## src/rtl/dbpq_pkg.sv

```systemverilog
// ----------------------------------------------------------------------------
// dbpq_pkg: shared types and constants
// Words, op codes, status codes and helpers for the duration bounded queue.
// ----------------------------------------------------------------------------
package dbpq_pkg;

  localparam int unsigned DefDepth = 64;
  localparam int unsigned CfgIdxW  = 1;

  // Op codes carried in the input word.
  localparam logic [2:0] OpPush  = 3'd0;
  localparam logic [2:0] OpPop   = 3'd1;
  localparam logic [2:0] OpFlush = 3'd2;
  localparam logic [2:0] OpAbort = 3'd3;
  localparam logic [2:0] OpRead  = 3'd4;

  // Status codes carried in the result word.
  localparam logic [1:0] StOk      = 2'd0;
  localparam logic [1:0] StWaitKey = 2'd1;
  localparam logic [1:0] StAborted = 2'd2;
  localparam logic [1:0] StEmpty   = 2'd3;

  // Register indexes of the configuration port.
  localparam logic [CfgIdxW-1:0] RegCapacity = 1'd0;
  localparam logic [CfgIdxW-1:0] RegKeyAware = 1'd1;

  typedef struct packed {
    logic [2:0]  op;
    logic [15:0] packet_handle;
    logic [23:0] duration_us;
    logic        is_key;
    logic [31:0] serial_in;
  } in_word_t;

  typedef struct packed {
    logic [1:0]  status;
    logic [15:0] out_handle;
    logic [23:0] out_duration_us;
    logic        out_is_key;
    logic [31:0] out_serial;
    logic [6:0]  entry_count;
    logic [23:0] total_ms;
    logic [23:0] peak_ms;
    logic [6:0]  peak_count;
    logic        key_dropped;
    logic        discontinuity;
  } out_word_t;

  // One queued descriptor.
  typedef struct packed {
    logic [15:0] handle;
    logic [23:0] dur;
    logic        key;
    logic [31:0] serial;
  } entry_t;

  // Command from the controller to every cell.
  typedef struct packed {
    logic   shift;  // remove at the addressed place, cells above move down
    logic   load;   // cell at the tail takes the new entry
    entry_t data;
  } cell_cmd_t;

  typedef enum logic [2:0] {
    S_IDLE,
    S_CHECK,
    S_DROP,
    S_DIV,
    S_OUT
  } state_e;

endpackage

```

## src/rtl/dbpq_cell.sv

```systemverilog
// ----------------------------------------------------------------------------
// dbpq_cell: one slot of the queue
// Holds one entry and takes its upper neighbor's entry on a removal at or below it.
// ----------------------------------------------------------------------------
module dbpq_cell
  import dbpq_pkg::*;
(
  input  logic      clk_i,
  input  cell_cmd_t cmd_i,
  input  logic      at_or_above_i,  // this slot is at or above the removed one
  input  logic      is_tail_i,      // this slot is the first free one
  input  entry_t    upper_i,
  output entry_t    entry_o
);

  entry_t entry_q;

  // Shift down on a removal, or take the new entry at the tail.
  always_ff @(posedge clk_i) begin
    if (cmd_i.shift && at_or_above_i) begin
      entry_q <= upper_i;
    end else if (cmd_i.load && is_tail_i) begin
      entry_q <= cmd_i.data;
    end
  end

  assign entry_o = entry_q;

endmodule

```

## config.mk

```make
export PLATFORM = sky130hd
export DESIGN_NAME = dbpq_cell
export DESIGN_NICKNAME = d
export VERILOG_FILES = /design/src/rtl/dbpq_pkg.sv /design/src/rtl/dbpq_cell.sv
export SDC_FILE = /design/constraint.sdc
export NUM_CORES = 1
export LEC_CHECK = 0
export BUFFER_PORTS_ARGS = -buffer_cell sky130_fd_sc_hd__buf_4
export CAP_MARGIN = 5
export CORE_UTILIZATION = 45
export DETAILED_ROUTE_END_ITERATION = 8
export GPL_TIMING_DRIVEN = 0
export HOLD_SLACK_MARGIN = 0.06
export PLACE_DENSITY = 0.88
export REMOVE_ABC_BUFFERS = 1
export SKIP_CTS_REPAIR_TIMING = 1
export SLEW_MARGIN = 20
export SYNTH_ARGS = -nofsm -noshare
export SYNTH_HDL_FRONTEND = slang
export SYNTH_SLANG_ARGS = --single-unit
```

## constraint.sdc

```tcl
create_clock -name clk_i -period 4.06 [get_ports clk_i]
set_input_delay 0.203 -clock clk_i [delete_from_list [all_inputs] [get_ports clk_i]]
set_output_delay 0.203 -clock clk_i [all_outputs]
set_load 0.01 [all_outputs]
```

### Yosys cells after proc, flatten, opt, wreduce, memory -nomap -nowiden

Index checks and enable logic that the tools add are counted.

* flip-flop bits (word level): 73
* output and inout port bits: 73
* logic and storage cells: 9

* muxes and demuxes: 2
* reduce and logical (&&, ||, !) cells: 3

Operators with widths (number)
* two-way mux 73 bit: 2
* logical AND 1 bit: 2
* nonzero test 2 bit: 1

### Logic depth before layout (Yosys ltp)

* word-level depth: 3
* gate-level depth with buffers: 4
* depth with buffers taken out: 2

### Worst setup path after synthesis

No wires, ideal clock.

* kind: in2reg
* start: in cmd_i[74] in the netlist's numbering
* end: reg entry_q (netlist bit entry_o[0]) (enable)
* arrival: 2.140 ns
* path slack: 1.487 ns
* stages on the path: 4
* buffers on the path: 2
* path through: nand2_1 > buf_6 > buf_6 > nand2_1

* word-level cells in the longest chain between the ends: 2

Ends and longest elaborated chain
* from (decl): RTL line dbpq_cell.sv:9 `input cell_cmd_t cmd_i,`
* logical AND 1 bit: RTL line dbpq_cell.sv:20 `if (cmd_i.shift && at_or_above_i) begin`
* nonzero test 2 bit (no source line)
* to (signal assigned): RTL line dbpq_cell.sv:21 `entry_q <= upper_i;`
* to (signal assigned): RTL line dbpq_cell.sv:23 `entry_q <= cmd_i.data;`
* to (decl): RTL line dbpq_cell.sv:16 `entry_t entry_q;`

Every way passes these cells.
A chain may end at the register's enable or synchronous reset.

### Worst setup path after layout

* start: in cmd_i[74] in the netlist's numbering
* end: reg entry_q (netlist bit entry_o[29]) (enable)

The elaborated chain is that of the path after synthesis.

==> run_results.csv <==
group,metric,value,unit
global_route,grt_pass1_vias,2265,
clock_network,numCtsBuffers,9,
detailed_routing,drt-met1-wl,2.56,mm
logic_synthesis,synth-async-reset-ratio,0,%
timing,slew_violations,0,
timing,fmax,618,MHz
setup_path,cp.arrival,1.67,ns
logic_synthesis,syn_avg_cell_area,21.2,um^2
pwr,combPwrFrac,20.4,%
layout,drive_gt1_share,80.5,%
die,die_w,88.0,um
pwr,clkPwrFrac,34.4,%
timing,finalCritPeriodShare,39.8,%
setup_path,worst_setup_path_end_kind,"register",
layout,instances_no_fill,486,
pwr,switchingPower,0.442,mW
logic_synthesis,synth_xor_area_share,0,%
setup_path,critPathKind,"input port to register",
global_route,grt_max_degree,60,
global_route,grt_overflow,0,
global_route,grt_usage,20.0,%
timing,rsz0062_at_grt,"no",
detailed_routing,drt_wl_total,8.10,mm
logic_synthesis,netlist_area,3330,um^2
pwr,power_frac_seq,45.2,%
detailed_routing,first_iter_violations,57,
logic_synthesis,yosysSeqAreaShare,65.8,%
logic_synthesis,synthTopCellsByArea,"edfxtp_1 66%, mux2_4 27%, mux2_2 4.7%",
detailed_routing,highest_layer,"met4",
clock_network,clk_pin_slew,0.08,ns
detailed_routing,ant_nets,0,
logic_synthesis,yosysTopAreaCell,"edfxtp_1",
setup_path,crit_chain,"buf_4, nand2_4, buf_16, nand2_4, buf_16",
die,coreArea,6980,um^2
layout,fin_nets,536,
logic_synthesis,yosysUniqueCellTypes,6,
detailed_routing,wl_per_cell,16.7,um
clock_network,h-tree-depth,3,
placement,place.gp.congestion,0.751,
logic_synthesis,synth_seq_cells,73,
timing,final.min_clock_period,1.62,ns
timing,final_hold_viol_count,0,
pwr,power_density,393,nW/um^2
die,die_h,88.0,um
die,initial_core_util,47.7,%
detailed_routing,wl_met3,728,um
logic_synthesis,synth-compound-area-share,0,%
layout,antenna_cells,0,
run_status,status,"complete, no violations",
pwr,p_int,1.67,mW
clock_network,cts_tree,"yes",
global_route,grt_pass1_wl,11.0,mm
logic_synthesis,synthTopCellsByCount,"73 x edfxtp_1, 59 x mux2_4, 14 x mux2_2",
clock_network,cts.sinks,73,
die,row_count,30,
setup_path,critPathBufInv,3,
logic_synthesis,syn_inst,157,
pwr,p_leak,2.53,nW
setup_path,worstPathMaxFanout,59,
setup_path,required,4.11,ns
setup_path,cp-start-kind,"input port",
timing,slew_headroom,56.4,%
logic_synthesis,synth_edf_count,73,
placement,io_buffer_count,223,
setup_path,crit_family,"buffers and inverters",
setup_path,slowest_delay,0.48,ns
detailed_routing,vias,2266,
detailed_routing,drc,0,
die,num_io_pins,224,
layout,fillers,437,
clock_network,cts-root-buf,"clkbuf_8",
clock_network,cts_buffer_depth,2,
logic_synthesis,yosys.area_share.adder,0,%
logic_synthesis,muxShareOfSynthArea,31.3,%
layout,syn2layout_area_growth,61.2,%
timing,worst_pin_slew,0.654,ns
logic_synthesis,yosysTopAreaCellShare,65.8,%
logic_synthesis,synth_ff_type,"edfxtp_1",
placement,dp_cells,470,
pwr,switching_share,21.0,%
logic_synthesis,synth_top_family_by_area,"multiplexers",
detailed_routing,wl_met2,4.62,mm
pwr,peakVddDrop,0.000235,V
logic_synthesis,synth_most_common_cell,"edfxtp_1",
detailed_routing,firstDrtPassIters,4,
run,maxCapViolations,0,
detailed_routing,vias_per_cell,4.66,
layout,largest_reg_flops,73,
timing,finalSetupViolations,0,
layout,utilization,76.9,%
min_path,hold_path_class,"input port to register",
logic_synthesis,yosys.area_share.simple,0.338,%
logic_synthesis,synth_warnings,0,
die,die-area,7750,um^2
global_route,antenna_found_initial,0,
setup_path,cp_slowest_cell,"nand2_4",
[layout by cell type (no fill, tap or decap)]
master and instances:
clkbuf_8 9, buf_16 2, mux2_2 14, mux2_4 59, edfxtp_1 73, clkinv_1 2
buf_4 223, nand2_4 2, clkinv_2 1, bufinv_16 4, nand2_1 1
[metal layers]
| layer | global-route usage (%) | up-vias |
|---|---|---|
| li1 | - | 1072 |
| met1 | 19.0 | 1030 |
| met2 | 38.8 | 147 |
| met3 | 5.47 | 17 |
| met4 | 10.4 | 0 |
| met5 | 0 | - |
[metrics by stage]
stage               cell area, um^2  TNS [ns]  hold slack, ns  power, mW  setup WS, ns
floorplan                      3250   -117.28           0.421       1.15         -1.61
CTS                            5370         0           0.143       2.13          2.45
global route                   5370         0           0.148       2.18          2.38
detailed placement             5110         0           0.506       1.41          2.09
finish                         5370         0           0.162       2.11          2.44
global placement               5040   -238.89           0.504       1.40         -3.28
[final cells by class]
cell class                 count  area (um^2)  area share, %
sequential                    73         2190           40.8
timing repair buffer         225         1730           32.2
multi-input combinational     76         1070           19.9
clock inverter                 7          133           2.47
clock buffer                   9          124           2.31
tap                           96          120           2.24
[power groups by stage]
stage          clock [mW]  combinational, mW  sequential [mW]
2_1_floorplan           0              0.131             1.02
3_3_place_gp            0              0.430            0.972
3_5_place_dp            0              0.434            0.971
4_1_cts             0.738              0.436            0.955
5_1_grt             0.761              0.456            0.963
6_report            0.726              0.431            0.954
[worst paths after layout]
| path | start | endpoint | slack, ns | depth (start not counted) |
|---|---|---|---|---|
| max | cmd_i[74] | entry_o[29] | 2.44 | 5 |
| min | upper_i[34] | entry_o[34] | 0.16 | 2 |
[kinds of logic after synthesis]
group,count (synthesis)
multiplexers,73
flip-flops,73
buffers and inverters,8
AND/OR/NAND/NOR,3
Note: power is estimated with default switching activity, not from simulation.
